--- config.mk ---
export PLATFORM = sky130hd
export DESIGN_NAME = scalar_kalman_filter_unit
export DESIGN_NICKNAME = d
export VERILOG_FILES = /design/src/sv/skf_pkg.sv /design/src/sv/scalar_kalman_filter_unit.sv /design/src/sv/skf_datapath.sv
export SDC_FILE = /design/constraint.sdc
export NUM_CORES = 2
export LEC_CHECK = 0
export BUFFER_PORTS_ARGS = -buffer_cell sky130_fd_sc_hd__buf_4
export CORE_MARGIN = 3
export CORE_UTILIZATION = 62
export CTS_CLUSTER_SIZE = 10
export DETAILED_ROUTE_END_ITERATION = 10
export PLACE_DENSITY_LB_ADDON = 0.1
export SYNTH_ARGS = -nofsm -noshare
export SYNTH_HDL_FRONTEND = slang
export SYNTH_SLANG_ARGS = --single-unit
--- constraint.sdc ---
create_clock -name clk -period 11.1 [get_ports clk]
set_input_delay 1.11 -clock clk [delete_from_list [all_inputs] [get_ports clk]]
set_output_delay 1.11 -clock clk [all_outputs]
set_load 0.02 [all_outputs]
--- src/sv/skf_pkg.sv ---
// ----------------------------------------------------------------------------
// skf_pkg: shared types and microcode for the scalar Kalman filter
// Control word layout, datapath operations and the sequencer program.
// ----------------------------------------------------------------------------
package skf_pkg;

	localparam int PC_W = 4;

	typedef logic [PC_W-1:0] pc_t;

	typedef enum logic [3:0] {
		OP_NOP,
		OP_LOAD,
		OP_PRED,
		OP_DEN,
		OP_DIV,
		OP_DIFF,
		OP_MUL_DL,
		OP_MUL_DH,
		OP_MUL_PL,
		OP_MUL_PH,
		OP_ACC_HI,
		OP_COMMIT
	} op_t;

	// step holds while its wait condition is unmet
	typedef enum logic [1:0] {
		W_NONE,
		W_IN,
		W_CNT,
		W_OUT
	} wait_t;

	typedef struct packed {
		op_t   op;
		wait_t wt;
		logic  jmp;
		pc_t   target;
	} uword_t;

	typedef struct packed {
		op_t  op;
		logic go;
	} dp_ctrl_t;

	typedef struct packed {
		logic cnt_zero;
	} dp_stat_t;

	localparam pc_t ST_IDLE = pc_t'(0);
	localparam pc_t ST_PRED = pc_t'(1);
	localparam pc_t ST_DEN  = pc_t'(2);
	localparam pc_t ST_DIV  = pc_t'(3);
	localparam pc_t ST_DIFF = pc_t'(4);
	localparam pc_t ST_M0   = pc_t'(5);
	localparam pc_t ST_M1   = pc_t'(6);
	localparam pc_t ST_M2   = pc_t'(7);
	localparam pc_t ST_M3   = pc_t'(8);
	localparam pc_t ST_M4   = pc_t'(9);
	localparam pc_t ST_OUT  = pc_t'(10);

	function automatic uword_t ucode_rom(input pc_t pc);
		uword_t w;
		w = '{op: OP_NOP, wt: W_NONE, jmp: 1'b1, target: ST_IDLE};
		case (pc)
			ST_IDLE: w = '{op: OP_LOAD,   wt: W_IN,   jmp: 1'b0, target: ST_IDLE};
			ST_PRED: w = '{op: OP_PRED,   wt: W_NONE, jmp: 1'b0, target: ST_IDLE};
			ST_DEN:  w = '{op: OP_DEN,    wt: W_NONE, jmp: 1'b0, target: ST_IDLE};
			ST_DIV:  w = '{op: OP_DIV,    wt: W_CNT,  jmp: 1'b0, target: ST_IDLE};
			ST_DIFF: w = '{op: OP_DIFF,   wt: W_NONE, jmp: 1'b0, target: ST_IDLE};
			ST_M0:   w = '{op: OP_MUL_DL, wt: W_NONE, jmp: 1'b0, target: ST_IDLE};
			ST_M1:   w = '{op: OP_MUL_DH, wt: W_NONE, jmp: 1'b0, target: ST_IDLE};
			ST_M2:   w = '{op: OP_MUL_PL, wt: W_NONE, jmp: 1'b0, target: ST_IDLE};
			ST_M3:   w = '{op: OP_MUL_PH, wt: W_NONE, jmp: 1'b0, target: ST_IDLE};
			ST_M4:   w = '{op: OP_ACC_HI, wt: W_NONE, jmp: 1'b0, target: ST_IDLE};
			ST_OUT:  w = '{op: OP_COMMIT, wt: W_OUT,  jmp: 1'b1, target: ST_IDLE};
			default: w = '{op: OP_NOP,    wt: W_NONE, jmp: 1'b1, target: ST_IDLE};
		endcase
		return w;
	endfunction

endpackage

--- src/sv/scalar_kalman_filter_unit.sv ---
// ----------------------------------------------------------------------------
// scalar_kalman_filter_unit: one-dimensional fixed-point Kalman filter
// Microcoded sequencer, APB register port and output register.
// ----------------------------------------------------------------------------
// Each measurement transfer (signed Q16.16) yields one estimate transfer.
// The block takes one sample at a time: a sample is accepted in the idle
// step and the next one once the sequence is back there, the estimate
// appearing in the cycle after the commit step. The restoring divider
// forms the gain one quotient bit per cycle; the other steps include the
// covariance prediction, the difference and four passes through the shared
// 33x18 multiplier. A new sample is taken while an earlier estimate waits
// at the output; the commit step holds until the output register is free.
// Registers: 0x0 process noise q, 0x4 measurement noise r, both unsigned
// with 30 fraction bits. Write them only while the block is idle.
// ----------------------------------------------------------------------------
module scalar_kalman_filter_unit (
	input  logic        clk,
	input  logic        arst_n,
	input  logic        psel,
	input  logic        penable,
	input  logic        pwrite,
	input  logic [2:0]  paddr,
	input  logic [31:0] pwdata,
	output logic [31:0] prdata,
	output logic        pready,
	input  logic        in_valid,
	output logic        in_ready,
	input  logic [31:0] measurement,
	output logic        out_valid,
	input  logic        out_ready,
	output logic [31:0] estimate
);

	localparam logic REG_Q = 1'b0;
	localparam logic REG_R = 1'b1;

	logic [31:0] q_q;
	logic [31:0] r_q;
	skf_pkg::pc_t pc_q;
	logic        out_valid_q;
	logic [31:0] estimate_q;

	skf_pkg::uword_t   uw;
	skf_pkg::dp_ctrl_t ctrl;
	skf_pkg::dp_stat_t stat;
	logic        stall;
	logic        loop;
	logic        cfg_wr;
	logic [31:0] next_estimate;

	// register port
	assign pready = 1'b1;
	assign cfg_wr = psel && penable && pwrite;
	assign prdata = (paddr[2] == REG_R) ? r_q : q_q;

	always_ff @(posedge clk or negedge arst_n) begin
		if (!arst_n) begin
			q_q <= 32'd1074;
			r_q <= 32'd107374;
		end else if (cfg_wr) begin
			if (paddr[2] == REG_Q) begin
				q_q <= pwdata;
			end else begin
				r_q <= pwdata;
			end
		end
	end

	// sequencer
	assign uw    = skf_pkg::ucode_rom(pc_q);
	assign stall = (uw.wt == skf_pkg::W_IN && !in_valid) ||
	               (uw.wt == skf_pkg::W_OUT && out_valid_q && !out_ready);
	assign loop  = (uw.wt == skf_pkg::W_CNT) && !stat.cnt_zero;

	assign ctrl.op = uw.op;
	assign ctrl.go = !stall;

	assign in_ready = (pc_q == skf_pkg::ST_IDLE);

	always_ff @(posedge clk or negedge arst_n) begin
		if (!arst_n) begin
			pc_q        <= skf_pkg::ST_IDLE;
			out_valid_q <= 1'b0;
		end else begin
			if (!stall && !loop) begin
				pc_q <= uw.jmp ? uw.target : pc_q + skf_pkg::pc_t'(1);
			end
			if (!stall && uw.op == skf_pkg::OP_COMMIT) begin
				out_valid_q <= 1'b1;
			end else if (out_ready) begin
				out_valid_q <= 1'b0;
			end
		end
	end

	always_ff @(posedge clk) begin
		if (!stall && uw.op == skf_pkg::OP_COMMIT) begin
			estimate_q <= next_estimate;
		end
	end

	assign out_valid = out_valid_q;
	assign estimate  = estimate_q;

	skf_datapath u_datapath (
		.clk           (clk),
		.arst_n        (arst_n),
		.ctrl          (ctrl),
		.measurement   (measurement),
		.process_noise (q_q),
		.measure_noise (r_q),
		.next_estimate (next_estimate),
		.stat          (stat)
	);

	// a result appears only right after the commit step
	a_out_after_commit: assert property (@(posedge clk) disable iff (!arst_n)
		$rose(out_valid_q) |-> $past(pc_q == skf_pkg::ST_OUT))
		else $error("estimate raised outside commit step");

	// the divider step holds until all quotient bits are done
	a_div_holds: assert property (@(posedge clk) disable iff (!arst_n)
		(pc_q == skf_pkg::ST_DIV && !stat.cnt_zero) |=> (pc_q == skf_pkg::ST_DIV))
		else $error("divider left early");

	// one sample at a time
	a_one_in_flight: assert property (@(posedge clk) disable iff (!arst_n)
		(in_valid && in_ready) |=> !in_ready)
		else $error("second sample accepted while busy");

endmodule

--- src/sv/skf_datapath.sv ---
// ----------------------------------------------------------------------------
// skf_datapath: filter datapath driven by the microcode sequencer
// Holds estimate and covariance, a restoring divider for the gain and a
// shared 33x18 signed multiplier with a product register and accumulator.
// ----------------------------------------------------------------------------
module skf_datapath (
	input  logic              clk,
	input  logic              arst_n,
	input  skf_pkg::dp_ctrl_t ctrl,
	input  logic [31:0]       measurement,
	input  logic [31:0]       process_noise,
	input  logic [31:0]       measure_noise,
	output logic [31:0]       next_estimate,
	output skf_pkg::dp_stat_t stat
);

	localparam logic [31:0] GAIN_ONE = 32'h8000_0000;
	localparam logic [4:0]  CNT_TOP  = 5'd31;

	logic [31:0] x_q;
	logic [31:0] p_q;
	logic [31:0] z_q;
	logic [31:0] ppred_q;
	logic [32:0] den_q;
	logic [32:0] rem_q;
	logic [31:0] gain_q;
	logic [4:0]  cnt_q;
	logic [32:0] diff_q;
	logic [50:0] mul_q;
	logic [65:0] acc_q;
	logic [31:0] xn_q;

	logic [32:0]        pred_sum;
	logic [33:0]        div_sh;
	logic [33:0]        div_sub;
	logic               div_ge;
	logic signed [32:0] mul_a;
	logic signed [17:0] mul_b;
	logic signed [50:0] mul_p;
	logic [65:0]        mul_ext;
	logic [31:0]        one_minus_gain;

	assign pred_sum = {1'b0, p_q} + {1'b0, process_noise};

	// one quotient bit per cycle; only the first step brings in a numerator bit
	assign div_sh  = {rem_q, (cnt_q == CNT_TOP) ? ppred_q[0] : 1'b0};
	assign div_sub = div_sh - {1'b0, den_q};
	assign div_ge  = (div_sh >= {1'b0, den_q});

	assign one_minus_gain = GAIN_ONE - gain_q;

	always_comb begin
		mul_a = '0;
		mul_b = '0;
		case (ctrl.op)
			skf_pkg::OP_MUL_DL: begin
				mul_a = $signed({1'b0, gain_q});
				mul_b = $signed({2'b00, diff_q[15:0]});
			end
			skf_pkg::OP_MUL_DH: begin
				mul_a = $signed({1'b0, gain_q});
				mul_b = $signed({diff_q[32], diff_q[32:16]});
			end
			skf_pkg::OP_MUL_PL: begin
				mul_a = $signed({1'b0, one_minus_gain});
				mul_b = $signed({2'b00, ppred_q[15:0]});
			end
			skf_pkg::OP_MUL_PH: begin
				mul_a = $signed({1'b0, one_minus_gain});
				mul_b = $signed({2'b00, ppred_q[31:16]});
			end
			default: begin
				mul_a = '0;
				mul_b = '0;
			end
		endcase
	end

	assign mul_p   = mul_a * mul_b;
	assign mul_ext = {{15{mul_q[50]}}, mul_q};

	// stored filter state
	always_ff @(posedge clk or negedge arst_n) begin
		if (!arst_n) begin
			x_q <= '0;
			p_q <= 32'h4000_0000;
		end else if (ctrl.go && ctrl.op == skf_pkg::OP_COMMIT) begin
			x_q <= xn_q;
			p_q <= acc_q[62:31];
		end
	end

	// working registers
	always_ff @(posedge clk) begin
		if (ctrl.go) begin
			case (ctrl.op)
				skf_pkg::OP_LOAD: begin
					z_q <= measurement;
				end
				skf_pkg::OP_PRED: begin
					ppred_q <= pred_sum[32] ? 32'hFFFF_FFFF : pred_sum[31:0];
				end
				skf_pkg::OP_DEN: begin
					den_q  <= {1'b0, ppred_q} + {1'b0, measure_noise};
					rem_q  <= {2'b00, ppred_q[31:1]};
					gain_q <= '0;
					cnt_q  <= CNT_TOP;
				end
				skf_pkg::OP_DIV: begin
					rem_q  <= div_ge ? div_sub[32:0] : div_sh[32:0];
					gain_q <= {gain_q[30:0], div_ge};
					if (cnt_q != '0) begin
						cnt_q <= cnt_q - 5'd1;
					end
				end
				skf_pkg::OP_DIFF: begin
					// both variances zero: gain is one
					if (den_q == '0) begin
						gain_q <= GAIN_ONE;
					end
					diff_q <= {z_q[31], z_q} - {x_q[31], x_q};
				end
				skf_pkg::OP_MUL_DL: begin
					mul_q <= mul_p;
				end
				skf_pkg::OP_MUL_DH: begin
					mul_q <= mul_p;
					acc_q <= mul_ext;
				end
				skf_pkg::OP_MUL_PL: begin
					mul_q <= mul_p;
					acc_q <= acc_q + (mul_ext << 16);
				end
				skf_pkg::OP_MUL_PH: begin
					mul_q <= mul_p;
					// floor shift of the signed product keeps bits 62:31
					xn_q  <= x_q + acc_q[62:31];
					acc_q <= mul_ext;
				end
				skf_pkg::OP_ACC_HI: begin
					acc_q <= acc_q + (mul_ext << 16);
				end
				default: begin
				end
			endcase
		end
	end

	assign next_estimate = xn_q;
	assign stat.cnt_zero = (cnt_q == '0);

endmodule

== After elaboration in Yosys (flattened, before gate mapping) ==
Memory sizes are Yosys's and may differ from the RTL's.
Cells that the tools add are included.
W data, S select, Z words.

* Flip-flop bits (word level): 514
* Memory bits (read-only): 112
* Input bits: 74
* Output and inout bits: 67
* Memories: 1

{| class="wikitable"
|+ Memories
! name !! words !! bits a word !! rd ports !! clocked after Yosys merged registers in !! write ports !! line !! source
|-
| (no name shown) || 16 || 7 || 1 || 0 || 0 || skf_pkg.sv:65 || <nowiki>case (pc)</nowiki>
|}

* $add $sub $neg: 9
* $mul: 1
* $lt $le $gt $ge: 1
* Equal/unequal tests: 17
* Mux-type cells: 14
* Bitwise gates (word level): 2
* Reduce and logical (&&, ||, !) cells: 39

{| class="wikitable"
|+ Operator list
! operator !! count
|-
| $pmux W66 S2 || 1
|-
| $pmux W32 S3 || 1
|-
| $pmux W18 S4 || 1
|-
| $add A32 B32 Y33 || 2
|-
| $add A66 B66 Y66 || 1
|-
| $pmux W33 S2 || 1
|-
| $mux W32 || 2
|-
| $pmux W32 S2 || 1
|-
| $mul A33 B18 Y51 || 1
|-
| $ge A34 B33 Y1 || 1
|-
| $logic_not A33 Y1 || 1
|-
| $mux W33 || 1
|-
| $sub A32 B32 Y33 || 1
|-
| $sub A33 B33 Y33 || 1
|-
| $add A32 B32 Y32 || 1
|-
| $sub A32 B32 Y32 const A || 1
|-
| $reduce_and A2 Y1 || 10
|-
| $eq A4 B3 Y1 const B || 4
|-
| $eq A4 B4 Y1 const B || 4
|-
| $pmux W5 S2 || 1
|-
| $eq A4 B2 Y1 const B || 2
|-
| $logic_and A1 B1 Y1 || 8
|-
| $reduce_or A2 Y1 || 4
|-
| $reduce_and A3 Y1 || 2
|-
| other kinds (19) || 30
|}

== Longest topological paths before layout ==
An unclocked memory read counts as a cell.

* Word-level depth: 8
* Depth in mapped cells: 35

== Hierarchy ==
Synthesis repeated with hierarchy kept, for this count alone.

* Cells, all modules: 4948
* Area, all modules: 48151.2 sq um

{| class="wikitable"
|+ By module, submodules not included
! module !! times used !! cells each !! area each (sq um) !! seq. area each (sq um)
|-
| skf_datapath || 1 || 4688 || 43875.8 || 11512.3
|-
| scalar_kalman_filter_unit || 1 || 260 || 4275.4 || 2705.1
|}

== Worst setup path after synthesis ==
Ideal clock, no wire load.

* Path type: flip-flop to flip-flop
* Start point: reg u_datapath.gain_q[0]
* End point: reg u_datapath.mul_q[48], data pin
* Arrival: 8.155 ns
* Data required time: 10.831 ns
* Path slack: 2.677 ns
* Cell stages (with the launch flop): 30
* Path buffers: 0
* Clock period less this slack: 8.423 ns
* Path through: edfxtp_1 inv_2 ha_1 or3b_1 or4_1 nor3_2 nand3_1 a31oi_1 nand2_1 fa_1 inv_1 fa_1 fa_1 inv_1 fa_1 inv_1 fa_1 inv_1 fa_1 inv_1 ha_1 a21o_1 a31o_2 a211oi_1 o211ai_1 o21ai_0 o21ai_0 a311oi_1 o31ai_1 xor2_1

* Word-level cells in the longest chain between the ends: 3

{| class="wikitable"
|+ RTL lines
! what !! line !! source
|-
| start, declared || skf_datapath.sv:26 || <nowiki>logic [31:0] gain_q;</nowiki>
|-
| start signal, assigned || skf_datapath.sv:111 || <nowiki>gain_q <= {gain_q[30:0], div_ge};</nowiki>
|-
| $sub A32 B32 Y32 || skf_datapath.sv:50 || <nowiki>assign one_minus_gain = GAIN_ONE - gain_q;</nowiki>
|-
| $pmux W32 S2 * || skf_datapath.sv:55 || <nowiki>case (ctrl.op)</nowiki>
|-
| $mul A33 B18 Y51 * || skf_datapath.sv:79 || <nowiki>assign mul_p = mul_a * mul_b;</nowiki>
|-
| net u_datapath.mul_p[48] || skf_datapath.sv:39 || <nowiki>logic signed [50:0] mul_p;</nowiki>
|-
| end signal, assigned || skf_datapath.sv:124 || <nowiki>mul_q <= mul_p;</nowiki>
|-
| end signal, assigned || skf_datapath.sv:127 || <nowiki>mul_q <= mul_p;</nowiki>
|-
| end signal, assigned || skf_datapath.sv:131 || <nowiki>mul_q <= mul_p;</nowiki>
|-
| end, declared || skf_datapath.sv:29 || <nowiki>logic [50:0] mul_q;</nowiki>
|}

Mark *: on every way through the listed nets, which the timed path passes. The rest lies on a longest branch.
A chain may end at the register's enable or synchronous reset.

== Final worst setup path ==
* Start point: reg pc_q[0]
* End point: reg u_datapath.mul_q[44], data pin

* Word-level cells in the longest chain between the ends: 5

{| class="wikitable"
|+ RTL lines
! what !! line !! source
|-
| start, declared || scalar_kalman_filter_unit.sv:39 || <nowiki>skf_pkg::pc_t pc_q;</nowiki>
|-
| start signal, assigned || scalar_kalman_filter_unit.sv:82 || <nowiki>pc_q <= skf_pkg::ST_IDLE;</nowiki>
|-
| start signal, assigned || scalar_kalman_filter_unit.sv:86 || <nowiki>pc_q <= uw.jmp ? uw.target : pc_q + skf_pkg::pc_t'(1);</nowiki>
|-
| $mem_v2 Z16 W7 * || - ||
|-
| $eq A4 B4 Y1 / $eq A4 B3 Y1 (equally long branches) || skf_datapath.sv:55 ||
|-
| $reduce_or A2 Y1 (no line) || - ||
|-
| $pmux W32 S2 || skf_datapath.sv:55 ||
|-
| $mul A33 B18 Y51 * || skf_datapath.sv:79 ||
|-
| net u_datapath.mul_p[44] || skf_datapath.sv:39 ||
|}

Marks and branches as above.

==> impl_metrics.yaml <==
status:
  status: "complete, no violations"
worst_setup_path:
  cp-end-kind: "flop"
  critical_path_class: "reg -> reg"
  worstPathArrival_ns: 10.52
  slowest_stage: "nor2_1"
  max_stage_delay_ns: 0.75
  crit_fanout: 11
  crit_path_start_kind: "flop"
  worst-endpoint-required_ns: 11.46
  crit_top_cell: "fa_1"
timing:
  skew_ns: 0.0538
  rsz0062_at_grt: "no"
  slew_headroom_pct: 8.56
  hold_violations: 0
  setup_violations: 0
  fin_tns_setup_ns: 0
  max_freq_mhz: 98.4
  maxSlewViolCount: 0
  post-route-period-util_pct: 91.5
  period_needed_ns: 10.16
  tightestPinTransition_ns: 1.36
  holdWs_ns: 0.429
placed_design:
  finalWeightedCongestion: 0.963
  dp_hpwl_mm: 109
  port_buffers: 137
  dp.cells: 6308
  place_area_mm2: 0.0515
layout:
  area_delta_synth_final_pct: 8.62
  num-nets-final: 6262
  diodes: 0
  drive_above_1_share_pct: 9.13
  regArea_mm2: 0.0142
  fill_cells: 6246
  multi_input_comb_area_mm2: 0.0314
  layoutNonFillerInstCount: 6415
  stdcell_area_mm2: 0.0532
logic_synthesis:
  async_flop_share_pct: 26.9
  synth_ff_type: "edfxtp_1"
  avgSynthCellArea_um2: 9.38
  synth_fa_ha_area_share_pct: 29.4
  syn_nets: 6160
  ys_seq_area_share_pct: 29.0
  synth_top_family_by_area: "adder cells"
  synth_mux_area_share_pct: 2.40
  yosys-top-cells-count: "inv_1 (761), nand2_1 (714), fa_1 (486), nor2_1 (459), ha_1 (375)"
  yosysTopAreaCellShare_pct: 22.2
  synth-edff-count: 362
  ys_ff_latch: 495
  ys_types: 93
  synth_xor_area_share_pct: 3.73
  syn-cell-area_mm2: 0.0490
  yosysMostFrequentCell: "inv_1"
  synthCells: 5225
  ys_top_cells_by_area: "edfxtp_1 (22%), fa_1 (20%), ha_1 (9.6%)"
  yosys.area.top_type: "edfxtp_1"
  synth_warnings: 0
  synth_compound_area_share_pct: 14.0
  synth-simple-area-share_pct: 14.1
global_route:
  grt_first_pass_wirelength_mm: 218
  grt.overflow.total: 0
  grt_usage_pct: 34.3
  grt_pass1_vias: 37963
  antenna_found_initial: 1
  grt_max_degree: 83
hold_path:
  min_path_type: "in -> async"
clock_network:
  htreeDepth: 2
  clock_latency_ns: 0.66
  cts_tree: "yes"
  clk_pin_slew_worst_paths_ns: 0.06
  cts_buffers: 57
  hold_buffers: 0
  clk_path_buf_depth: 3
  cts_resized: 0
  clockRootBuffer: "clkbuf_16"
  cts.sinks: 495
  post_cts_buffers: 0
detailed_routing:
  dr.pass1.iters: 10
  drtAntennaViolNets: 0
  routed_wl_mm: 139
  avgViaCountPerCell: 6.07
  vias: 38959
  drc: 0
  routedWlPerCell_um: 21.6
  first_iter_violations: 3946
flow_run:
  max_cap_viol_count: 0
die:
  rows: 102
  die_x_um: 287
  core-area_mm2: 0.0778
  die_area_mm2: 0.0825
  initial_core_util_pct: 63.0
  num_io_pins: 141
  die_h_um: 287
-- layout by cell type (no fill, tap or decap), types with 31 or more instances in the layout --
master     count
a21o_1       141
edfxtp_1     362
ha_1         375
o21ai_0      228
and2_1        50
a21oi_1      239
dfrtp_1      118
clkbuf_16     57
xnor2_1      139
nor3_1        63
nor2_1       450
and3_1        36
nand2b_1      31
inv_1        761
buf_4        228
nand2_1      713
nand3_1       56
mux2_2        99
o31a_1        33
fa_1         486
xor2_1        70
a31oi_1       49
nand4_1       40
clkbuf_1      40
o21bai_1      34
-- critical path, delay by kind of cell (launching register included) --
kind            cells  cell delay (ns)
xor+xnor            1             0.18
compound gates     10             3.06
buf+inv             6             0.92
flops               1             0.38
simple gates        4             1.36
fa+ha+maj           9             3.97
-- stage by stage --
| step | setup slack [ns] | util [%] |
|---|---|---|
| 2_1_floorplan | 2.68 | - |
| 3_3_place_gp | 1.30 | 66.1 |
| 3_5_place_dp | 1.17 | 66.1 |
| 4_1_cts | 1.11 | 68.4 |
| 5_1_grt | 0.564 | 68.4 |
| 6_report | 0.940 | 68.4 |
-- cells by family after synthesis --
group           after synthesis
flops                       495
compound gates             1027
fa+ha+maj                   861
buf+inv                     950
simple gates               1577
xor+xnor                    209
other cells                   1
mux                         105
-- worst paths after layout --
check,slack (ns),endpoint,from,depth (start not counted)
max,0.94,u_datapath.mul_q[44],pc_q[0],30
min,0.43,u_datapath.x_q[22],arst_n,1
max reg2reg,0.94,u_datapath.mul_q[44],pc_q[0],30
min reg2reg,0.45,estimate[18],u_datapath.next_estimate[18],0
max in group asynchronous,9.18,pc_q[1],arst_n,2
min in group clk,0.45,estimate[18],u_datapath.next_estimate[18],0
-- routing by layer --
layer  track usage [%]  vias up  wire (µm)
met4              10.9        2       4920
li1                  -    17806          -
met5                 0        -         13
met3              8.37      253      15400
met1              51.1    19034      60800
met2              49.3     1864      57800
-- cell type report --
type | instances | share of cell area [%]
Inverter | 764 | 5.39
Sequential cell | 495 | 26.7
Multi-Input combinational cell | 3780 | 58.9
Clock inverter | 4 | 0.186
Tap cell | 1040 | 2.44
Clock buffer | 103 | 3.12
Timing Repair Buffer | 229 | 3.24
-- state kept, by name, summed over array words and instances, names as in the netlist --
register and count:
u_datapath.p_q 32, u_datapath.cnt_q 5, pc_q 4, u_datapath.acc_q 47, q_q 32, u_datapath.x_q 32
estimate 32, u_datapath.next_estimate 32, u_datapath.den_q 33, u_datapath.z_q 32, u_datapath.rem_q 33, u_datapath.mul_q 51
r_q 32, out_valid 1, u_datapath.ppred_q 32, u_datapath.diff_q 33, u_datapath.gain_q 32
Power is left out: the tool's default activity adds up to more than one toggle a clock period on the data nets, which glitch-free logic cannot reach.
